File: src/vhps_pkg.sv
// vhps_pkg: shared constants, command/status types and the cordic angle table
// for the vision heading pd steering block
// no dependencies
package vhps_pkg;

	localparam int CORDIC_STEPS = 16;
	localparam int SQRT_STEPS   = 16;
	localparam int DIV_STEPS    = 14;
	localparam int STEP_W       = 5;

	localparam int CFG_IDX_W  = 3;
	localparam int CFG_DATA_W = 16;

	localparam logic [CFG_IDX_W-1:0] REG_ENTRY_YAW   = 3'd0;
	localparam logic [CFG_IDX_W-1:0] REG_GAIN_HEAD   = 3'd1;
	localparam logic [CFG_IDX_W-1:0] REG_GAIN_RATE   = 3'd2;
	localparam logic [CFG_IDX_W-1:0] REG_GAIN_LAT    = 3'd3;
	localparam logic [CFG_IDX_W-1:0] REG_ALPHA       = 3'd4;
	localparam logic [CFG_IDX_W-1:0] REG_RANGE       = 3'd5;
	localparam logic [CFG_IDX_W-1:0] REG_OMEGA_LIMIT = 3'd6;
	localparam logic [CFG_IDX_W-1:0] REG_ERR_LIMIT   = 3'd7;

	localparam logic signed [15:0] INVALID_CODE = 16'sh8000;

	localparam logic signed [22:0] HE_MUL    = 23'sd2928177;
	localparam logic signed [30:0] BEAR_MUL  = 31'sd411774832;
	localparam logic signed [24:0] STEER_MUL = 25'sd12015796;
	localparam logic signed [33:0] INV_GAIN  = 34'sd652032874;
	localparam logic [11:0]        DIV_DEN   = 12'd1125;
	localparam logic [26:0]        DIV_BIAS  = 27'd562;

	typedef struct packed {
		logic              load;
		logic              sq;
		logic              sum;
		logic              sqrt_step;
		logic              dist_fin;
		logic              cordic_step;
		logic              sin_mode;
		logic              bear;
		logic              lat;
		logic              filt;
		logic              acc;
		logic              acc_sum;
		logic              omega;
		logic              st_mul;
		logic              steer;
		logic              out_load;
		logic [STEP_W-1:0] step;
	} cmd_t;

	typedef struct packed {
		logic reject;
	} sts_t;

	// arctangent of 2^-i in binary angle units, 2^32 per turn
	function automatic logic [31:0] atan_bam(input logic [STEP_W-1:0] i);
		logic [31:0] v;
		case (i)
			5'd0:  v = 32'd536870912;
			5'd1:  v = 32'd316933406;
			5'd2:  v = 32'd167458907;
			5'd3:  v = 32'd85004756;
			5'd4:  v = 32'd42667331;
			5'd5:  v = 32'd21354465;
			5'd6:  v = 32'd10679838;
			5'd7:  v = 32'd5340245;
			5'd8:  v = 32'd2670163;
			5'd9:  v = 32'd1335087;
			5'd10: v = 32'd667544;
			5'd11: v = 32'd333772;
			5'd12: v = 32'd166886;
			5'd13: v = 32'd83443;
			5'd14: v = 32'd41722;
			5'd15: v = 32'd20861;
			5'd16: v = 32'd10430;
			5'd17: v = 32'd5215;
			5'd18: v = 32'd2608;
			5'd19: v = 32'd1304;
			5'd20: v = 32'd652;
			5'd21: v = 32'd326;
			5'd22: v = 32'd163;
			5'd23: v = 32'd81;
			default: v = 32'd0;
		endcase
		return v;
	endfunction

endpackage

File: src/vhps_ctrl.sv
// vhps_ctrl: sequencer for the steering datapath, owns both handshakes
// depends on vhps_pkg
module vhps_ctrl import vhps_pkg::*; (
	input  logic clk,
	input  logic arst_n,
	input  logic in_valid,
	output logic in_stall,
	output logic out_valid,
	input  logic out_stall,
	input  sts_t sts,
	output cmd_t cmd
);

	localparam logic [3:0] S_IDLE    = 4'd0;
	localparam logic [3:0] S_SQ      = 4'd1;
	localparam logic [3:0] S_SUM     = 4'd2;
	localparam logic [3:0] S_SQRT    = 4'd3;
	localparam logic [3:0] S_DIST    = 4'd4;
	localparam logic [3:0] S_ATAN    = 4'd5;
	localparam logic [3:0] S_BEAR    = 4'd6;
	localparam logic [3:0] S_SIN     = 4'd7;
	localparam logic [3:0] S_LAT     = 4'd8;
	localparam logic [3:0] S_FILT    = 4'd9;
	localparam logic [3:0] S_ACC     = 4'd10;
	localparam logic [3:0] S_ACCSUM  = 4'd11;
	localparam logic [3:0] S_OMEGA   = 4'd12;
	localparam logic [3:0] S_STMUL   = 4'd13;
	localparam logic [3:0] S_STEER   = 4'd14;
	localparam logic [3:0] S_DONE    = 4'd15;

	logic [3:0]        state_q, state_d;
	logic [STEP_W-1:0] cnt_q, cnt_d;
	logic              out_valid_q;
	logic              out_free;

	assign in_stall  = (state_q != S_IDLE);
	assign out_valid = out_valid_q;
	assign out_free  = !out_valid_q || !out_stall;

	always_comb begin
		cmd      = '0;
		cmd.step = cnt_q;
		state_d  = state_q;
		cnt_d    = cnt_q;
		case (state_q)
			S_IDLE: begin
				if (in_valid) begin
					cmd.load = 1'b1;
					state_d  = S_SQ;
				end
			end
			S_SQ: begin
				cmd.sq  = 1'b1;
				state_d = S_SUM;
			end
			S_SUM: begin
				cmd.sum = 1'b1;
				cnt_d   = '0;
				state_d = S_SQRT;
			end
			S_SQRT: begin
				cmd.sqrt_step = 1'b1;
				cnt_d         = cnt_q + 1'b1;
				if (cnt_q == STEP_W'(SQRT_STEPS - 1)) begin
					cnt_d   = '0;
					state_d = S_DIST;
				end
			end
			S_DIST: begin
				cmd.dist_fin = 1'b1;
				state_d      = sts.reject ? S_DONE : S_ATAN;
			end
			S_ATAN: begin
				cmd.cordic_step = 1'b1;
				cnt_d           = cnt_q + 1'b1;
				if (cnt_q == STEP_W'(CORDIC_STEPS - 1)) begin
					cnt_d   = '0;
					state_d = S_BEAR;
				end
			end
			S_BEAR: begin
				cmd.bear = 1'b1;
				state_d  = S_SIN;
			end
			S_SIN: begin
				cmd.cordic_step = 1'b1;
				cmd.sin_mode    = 1'b1;
				cnt_d           = cnt_q + 1'b1;
				if (cnt_q == STEP_W'(CORDIC_STEPS - 1)) begin
					cnt_d   = '0;
					state_d = S_LAT;
				end
			end
			S_LAT: begin
				cmd.lat = 1'b1;
				state_d = S_FILT;
			end
			S_FILT: begin
				cmd.filt = 1'b1;
				state_d  = S_ACC;
			end
			S_ACC: begin
				cmd.acc = 1'b1;
				state_d = S_ACCSUM;
			end
			S_ACCSUM: begin
				cmd.acc_sum = 1'b1;
				state_d     = S_OMEGA;
			end
			S_OMEGA: begin
				cmd.omega = 1'b1;
				state_d   = S_STMUL;
			end
			S_STMUL: begin
				cmd.st_mul = 1'b1;
				state_d    = S_STEER;
			end
			S_STEER: begin
				cmd.steer = 1'b1;
				state_d   = S_DONE;
			end
			S_DONE: begin
				if (out_free) begin
					cmd.out_load = 1'b1;
					state_d      = S_IDLE;
				end
			end
			default: begin
				state_d = S_IDLE;
			end
		endcase
	end

	always_ff @(posedge clk or negedge arst_n) begin
		if (!arst_n) begin
			state_q     <= S_IDLE;
			cnt_q       <= '0;
			out_valid_q <= 1'b0;
		end else begin
			state_q <= state_d;
			cnt_q   <= cnt_d;
			if (cmd.out_load) begin
				out_valid_q <= 1'b1;
			end else if (!out_stall) begin
				out_valid_q <= 1'b0;
			end
		end
	end

endmodule

File: config.mk
export PLATFORM = sky130hd
export DESIGN_NAME = vhps_ctrl
export DESIGN_NICKNAME = d
export VERILOG_FILES = /design/src/vhps_pkg.sv /design/src/vhps_ctrl.sv
export SDC_FILE = /design/constraint.sdc
export NUM_CORES = 1
export LEC_CHECK = 0
export BUFFER_PORTS_ARGS = -buffer_cell sky130_fd_sc_hd__buf_2
export CORE_UTILIZATION = 48
export DETAILED_ROUTE_END_ITERATION = 6
export GPL_ROUTABILITY_DRIVEN = 1
export MAX_ROUTING_LAYER = met4
export PLACE_DENSITY = 0.85
export SLEW_MARGIN = 20
export SYNTH_ARGS = -nofsm -noshare
export SYNTH_HDL_FRONTEND = slang
export SYNTH_SLANG_ARGS = --single-unit
File: constraint.sdc
create_clock -name clk -period 4.9 [get_ports clk]
set_clock_uncertainty 0.1 [all_clocks]
set_input_delay 0.49 -clock clk [delete_from_list [all_inputs] [get_ports clk]]
set_output_delay 0.49 -clock clk [all_outputs]
set_load 0.05 [all_outputs]
Yosys cells after proc, flatten, opt, wreduce, memory -nomap -nowiden

Cells that the tools add are included.

Register bits: 10
Output and inout port bits: 23
Latch bits: 0
Bits of input ports: 5
Memory bits (read-only): 0
Memories: 0
RAM bits: 0

$add $sub $neg: 1
Shift-type cells: 0
Reductions and logical operators: 9
Multipliers: 0
Magnitude comparators: 0
Divide/modulo/power cells: 0
Mux-type cells: 29
Bitwise gates (word level): 0
Equality and inequality tests: 22

Operators with widths:

| cell                                                                  | count |
|---|---|
| 4-bit case mux with 16 select lines                                   | 1 |
| 4-bit equality test, second input constant                            | 8 |
| 4-bit 2-to-1 mux                                                      | 6 |
| 1-bit 2-to-1 mux                                                      | 20 |
| 4-bit by 3-bit equality test with 1-bit output, second input constant | 4 |
| 2-bit != test, second input constant                                  | 5 |
| 5-bit case mux with 2 select lines                                    | 1 |
| 4-bit by 2-bit equality test with 1-bit output, second input constant | 2 |
| 5-bit by 1-bit adder with 5-bit output, second input constant         | 1 |
| 5-bit by 4-bit equality test with 1-bit output, second input constant | 1 |
| 5-bit 2-to-1 mux                                                      | 1 |
| 5-bit AND reduction                                                   | 1 |
| 4-bit by 1-bit equality test with 1-bit output, second input constant | 1 |
| 4-bit logical NOT                                                     | 1 |
| 4-bit nonzero test                                                    | 1 |
| 3-bit OR reduction                                                    | 1 |
| 1-bit logical NOT                                                     | 2 |
| 2-bit by 1-bit != test with 1-bit output, second input constant       | 1 |
| 2-bit nonzero test                                                    | 1 |
| 2-bit OR reduction                                                    | 1 |
| 1-bit logical OR                                                      | 1 |

Logic depth before layout (Yosys ltp)

Gate-level depths: netlist of the first run.

Word-level depth: 5
Gate-level depth with buffers: 5
Depth with buffers taken out: 5

Worst setup path before layout of the first run

No wires, ideal clock.

Kind: register -> output
Start point: register state_q[0]
End point: output cmd[18] in the netlist's numbering
Data arrival time: 1.847 ns
Stages on the path, launching flop included: 4
Path buffers: 1
Path slack: 2.463 ns
Cell sequence: dfrtp_1 > clkbuf_1 > nand2b_1 > nor3_1

RTL lines:

| element                  | RTL line         | RTL |
|---|---|---|
| start: declaration       | vhps_ctrl.sv:31  | `logic [3:0] state_q, state_d;` |
| start signal: assignment | vhps_ctrl.sv:140 | `state_q <= state_d;` |
| end: declaration         | vhps_ctrl.sv:11  | `output cmd_t cmd` |

==> key figures, run 1 <==
Run status
  – Status: complete, no violations

GRT
  – Largest net degree at the start of global routing: 17
  – First-pass GRT wire length: 2190 µm
  – GRT Total Usage: 22.4%
  – Vias in the first global route: 525
  – Initial antenna violation count: 0
  – Grt total ovfl: 0

Die
  – Rows: 12
  – Die H: 38.6 µm
  – Core box area: 1170 µm²
  – Die area: 1490 µm²
  – # IOs: 28
  – Die X: 38.6 µm
  – Initial Utilization: 55.0%

Logic synthesis
  – Synth top area share: 38.8%
  – Mapped Cells: 79
  – Area leader, netlist: dfrtp_1
  – Post-synthesis cell area: 644 µm²
  – Seq/Total Area, Yosys: 38.8%
  – Synth unique cells: 33
  – Synth warn: 0
  – Async S/R FF share, synth: 100%
  – Most common flop cell mapped by yosys: dfrtp_1
  – Post-synth EDFFs: 0
  – Synth top area cells: dfrtp_1 (39%), nor2_1 (5.8%), nand2b_1 (4.9%)
  – Avg Inst Size Synth: 8.16 µm²
  – Mapped Nets: 85
  – Synth Register Bits: 10

Clock network
  – Worst skew pair latency: 270 ps
  – CTS Hold Buffers Added: 1
  – CTS tree: built
  – H-tree levels: 1
  – Clock buffer depth: 2
  – Post-CTS Setup Repair Bufs: 0
  – Total CTS buffers: 3
  – Worst-path clk slew: 60 ps
  – CTS root buf: clkbuf_4
  – CTS sink count: 10
  – Post-CTS sizing: 0

Critical path
  – CP startpoint: state_q[1]$_DFFE_PN0P_
  – Crit Path Category: flop to output port
  – Worst Setup EP: cmd[20]
  – Slowest CP cell: or4_4
  – Crit path DAT: 1770 ps
  – Crit-path max cell delay: 620 ps
  – CP cell instances: or4_4 -> nor2_1 -> buf_2
  – R2R setup slack: 2980 ps
  – Startpoint Class: flop
  – Critical Path RT: 4310 ps
  – Worst Reg2Reg Path Length in Cells: 4
  – CP max FO: 16
  – Critical R2R Launch: state_q[1]$_DFFE_PN0P_
  – R2R Path End: state_q[1]$_DFFE_PN0P_
  – CP endpoint kind: output port

Timing
  – Peak Freq: 423 MHz
  – Hold Vio Cnt, Final: 0
  – Worst slew margin: 69.0%
  – Post-route minimum period: 2360 ps
  – Setup TNS: 0 ps
  – Final period util: 48.2%
  – Worst-Margin Slew: 464 ps
  – Pins Over Slew Limit: 0
  – RSZ-0062 raised after global routing: false
  – # setup viols final: 0

Detailed routing
  – Post-Route WL: 1400 µm
  – Wire length per cell: 11.5 µm
  – Drt initial violations: 16
  – Post-route ant nets: 0
  – DR vias/cell: 5.41
  – Routed via count: 655
  – Pre-antenna DRT Iters: 4
  – # DRC: 0

Worst hold path
  – Hold Crit Class: input pin to flop

Layout
  – Most frequent cells in the layout: buf_2 (27), nor2_1 (10), dfrtp_1 (10), nand2_1 (7), nor3_1 (6)
  – ANT cells: 0
  – Fraction of layout cells with a size suffix above 1: 31.8%
  – Area grow syn2layout: 28.0%
  – Nets: 114
  – Commonest non-fill, non-tap cell in the layout: buf_2
  – Fill cells: 96

Place
  – Routability Congestion: 0.801
  – HPWL after DPL: 1030 µm
  – PortBufs: 27

Job
  – Max-capacitance violation count: 0
-- worst max-delay path, delay by kind of cell (launching register included) --
family / cells / cell delay, ps
simple gates: 2 / 720
flops: 1 / 530
buf+inv: 1 / 260
-- cell usage after synthesis (2+ instances only) --
| cell | n |
|---|---|
| a21oi_1 | 5 |
| buf_2 | 3 |
| dfrtp_1 | 10 |
| inv_1 | 2 |
| nand2_1 | 7 |
| nand2b_1 | 5 |
| nand3_1 | 2 |
| nand3b_1 | 2 |
| nand4_1 | 2 |
| nor2_1 | 10 |
| nor2b_1 | 2 |
| nor3_1 | 6 |
| o21ai_0 | 3 |
-- how the worst min path moves through the flow --
stage	start	endpoint	slack (ps)	cells past startpoint
after floorplan	arst_n	cnt_q[0]$_DFFE_PN0P_	90	0
after global placement	arst_n	cnt_q[0]$_DFFE_PN0P_	260	1
after detailed placement	arst_n	cnt_q[0]$_DFFE_PN0P_	260	1
after CTS	out_stall	out_valid$_DFFE_PN0P_	350	3
after global routing	out_stall	out_valid$_DFFE_PN0P_	370	3
final	out_stall	out_valid$_DFFE_PN0P_	360	3
-- stage by stage --
| step | util, % | cells | worst slack [ps] | area (µm²) | hold slack (ps) |
|---|---|---|---|---|---|
| floorplan | - | 79 | 2460 | 644 | 94.4 |
| global placement | 66.5 | 116 | 2840 | 778 | 255 |
| detailed placement | 66.5 | 116 | 2830 | 778 | 259 |
| CTS | 70.4 | 121 | 2530 | 825 | 351 |
| global route | 70.4 | 121 | 2460 | 825 | 370 |
| finish | 70.4 | 121 | 2540 | 825 | 359 |
-- kinds of logic after synthesis --
logic type               Yosys count  synth area share (%)
XOR/XNOR                           2                  2.72
flip-flops                        10                  38.8
buffers and inverters              7                  4.66
AND/OR/NAND/NOR                   41                  33.2
adder cells (fa/ha/maj)            1                  1.94
multiplexers                       1                  1.75
AO/OA/AOI/OAI                     17                  16.9
-- routing by layer --
layer	global-route usage [%]	vias up	wire length, µm
met5	-	-	0
met4	12.9	0	25
met3	3.47	2	114
met2	34.2	33	614
met1	28.1	284	643
li1	-	336	-
-- flip-flops by register name (all words and copies together) (netlist names) --
name,cells
out_valid,1
cnt_q,5
state_q,4
-- area by class of cell --
type                       instances  area [µm²]  share of cell area (%)
multi-input combinational         62         364                    44.2
timing repair buffer              28         145                    17.6
clock buffer                       4        36.3                    4.40
tap                               14        17.5                    2.12
sequential                        10         250                    30.3
inverter                           3        11.3                    1.37
Power of run 1 is left out: the tool's default activity adds up to more than one toggle a clock period on the data nets, which glitch-free logic cannot reach.
==> inputs of run 2 (changes only) <==
--- a/config.mk
+++ b/config.mk
@@ -6,11 +6,11 @@
 export NUM_CORES = 1
 export LEC_CHECK = 0
 export BUFFER_PORTS_ARGS = -buffer_cell sky130_fd_sc_hd__buf_2
-export CORE_UTILIZATION = 48
+export CORE_UTILIZATION = 45
 export DETAILED_ROUTE_END_ITERATION = 6
 export GPL_ROUTABILITY_DRIVEN = 1
 export MAX_ROUTING_LAYER = met4
-export PLACE_DENSITY = 0.85
+export PLACE_DENSITY = 0.8
 export SLEW_MARGIN = 20
 export SYNTH_ARGS = -nofsm -noshare
 export SYNTH_HDL_FRONTEND = slang
==> constraint.sdc (replaced) <==
create_clock -name clk -period 2.5 [get_ports clk]
set_clock_uncertainty 0.1 [all_clocks]
set_input_delay 0.25 -clock clk [delete_from_list [all_inputs] [get_ports clk]]
set_output_delay 0.25 -clock clk [all_outputs]
set_load 0.05 [all_outputs]
==> run 2 against run 1 <==
  * Clock-buffer cell count is 1 lower
  * Non-clock buffer count stayed put
  * Wire length is 1.6% higher
  * First-iteration DRC count is 25% lower
  * Die area is 6.3% higher
  * Register-to-register slack worse by 2400 ps
  * Global-route usage is 1.1 points lower
  * Critical path type unchanged
  * Largest cell class unchanged
  * Highest routed layer unchanged
==> key figures, run 2 (synthesized netlist as in run 1, its figures left out) <==
Timing
  – Setup TNS: 0 ps (unchanged)
  – Worst hold slack: 112 ps (-246 ps)
  – Post-route minimum period: 2120 ps
  – Peak Freq: 472 MHz
  – Pins Over Slew Limit: 0 (unchanged)
  – Final period util: 84.8%
  – # setup viols final: 0 (unchanged)
  – Hold Vio Cnt, Final: 0 (unchanged)
  – Worst-Margin Slew: 451 ps (-13.0 ps)
  – RSZ-0062 raised after global routing: false
  – Worst slew margin: 69.9% (+0.86 points)

Worst hold path
  – Critical hold path startpoint: out_stall
  – Hold Crit Class: input pin to flop
  – Hold depth: 3 (unchanged)
  – Hold endpoint: out_valid$_DFFE_PN0P_

Clock network
  – Total CTS buffers: 3 (unchanged)
  – Post-CTS sizing: 0 (unchanged)
  – CTS root buf: clkbuf_4
  – CTS sink count: 10 (unchanged)
  – Worst skew pair latency: 270 ps (about the same)
  – CTS tree: built
  – Post-CTS Setup Repair Bufs: 0 (unchanged)
  – CTS Hold Buffers Added: 1 (unchanged)
  – Worst-path clk slew: 60 ps (about the same)
  – H-tree levels: 1 (unchanged)
  – Clock buffer depth: 2 (unchanged)

Place
  – Routability Congestion: 0.865 (+8.0%)
  – HPWL after DPL: 1020 µm (-1.9%)
  – PortBufs: 27 (unchanged)
  – Placed inst area: 779 µm² (+0.16%)

Critical path
  – Startpoint Class: flop
  – CP max FO: 16 (unchanged)
  – R2R Path End: state_q[1]$_DFFE_PN0P_
  – Critical Path RT: 2150 ps (-2160 ps)
  – Crit Path Category: flop to output port
  – R2R setup slack: 580 ps (-2400 ps)
  – Crit path DAT: 1770 ps (about the same)
  – CP startpoint: state_q[1]$_DFFE_PN0P_
  – Critical R2R Launch: state_q[1]$_DFFE_PN0P_
  – Worst Reg2Reg Path Length in Cells: 4 (unchanged)
  – CP endpoint kind: output port

Die
  – Die area: 1590 µm² (+6.3%)
  – Initial Utilization: 48.9% (-6.1 points)
  – # IOs: 28 (unchanged)
  – Rows: 13 (+1)
  – Die H: 39.8 µm (+3.1%)
  – Core box area: 1320 µm² (+13%)
  – Die X: 39.8 µm (+3.1%)

Detailed routing
  – Post-Route WL: 1420 µm (+1.6%)
  – Post-route ant nets: 0 (unchanged)
  – Drt initial violations: 12 (-4)
  – Wire length per cell: 11.7 µm (+1.6%)
  – # DRC: 0 (unchanged)
  – Routed via count: 657 (+0.31%)
  – DR vias/cell: 5.43 (+0.31%)
  – Pre-antenna DRT Iters: 4 (unchanged)

Layout
  – Area grow syn2layout: 26.0%
  – Largest register by flop count: cnt_q
  – ANT cells: 0 (unchanged)
  – Fraction of layout cells with a size suffix above 1: 31.1% (-0.64 points)
  – Finished Cell Area: 812 µm² (-1.5%)
  – Commonest non-fill, non-tap cell in the layout: buf_2
  – Nets: 114 (unchanged)
  – Number of flip-flops in the largest register: 5 (unchanged)
  – Most frequent cells in the layout: buf_2 (27), nor2_1 (10), dfrtp_1 (10), nand2_1 (7), nor3_1 (6)
  – Fin util: 61.6% (-8.8 points)

Job
  – Max-capacitance violation count: 0 (unchanged)

GRT
  – Initial antenna violation count: 0 (unchanged)
  – Vias in the first global route: 503 (-4.2%)
  – GRT Total Usage: 21.3% (-1.1 points)
  – Largest net degree at the start of global routing: 17 (unchanged)
  – First-pass GRT wire length: 2110 µm (-3.5%)
  – Grt total ovfl: 0 (unchanged)

Run status
  – Status: complete, no violations
-- run 2: cell count changes in the layout (fill, tap and decap cells not counted) --
cell,previous run,this run
clkbuf_8,1,0
-- run 2: worst max path at each step --
stage	endpoint	slack [ps]	cells past startpoint
floorplan	cmd[18]	300	3
global placement	state_q[1]$_DFFE_PN0P_	630	4
detailed placement	state_q[1]$_DFFE_PN0P_	590	4
CTS	cmd[20]	370	3
global route	cmd[20]	280	3
finish	cmd[20]	380	3
-- run 2: worst max-delay path, stage by stage (launching register included) --
cell and delay (ps):
dfrtp_1 530, or4_4 620, nor2_1 90, buf_2 260
-- run 2: per-stage QoR --
| stage | worst slack, ps | cells |
|---|---|---|
| 6_report | 380 | 121 |
| 3_3_place_gp | 633 | 117 |
| 2_1_floorplan | 303 | 79 |
| 3_5_place_dp | 587 | 117 |
| 5_1_grt | 282 | 121 |
| 4_1_cts | 373 | 121 |
-- run 2: layout make-up --
cell class	count	area, µm²
well taps	15	18.8
flip-flops and latches	10	250
multi-input cells	62	364
fillers	129	505
repair buffers	28	145
clock buffers	3	22.5
inverters	3	11.3
-- run 2: layer usage --
layer	GRT usage, %	part of all wire [%]	vias up
met4	15.5	4.3	0
li1	-	-	335
met5	-	0	-
met2	27.9	42	34
met3	5.68	7.7	9
met1	27.7	46	279
Power of run 2 is left out for the same reason.
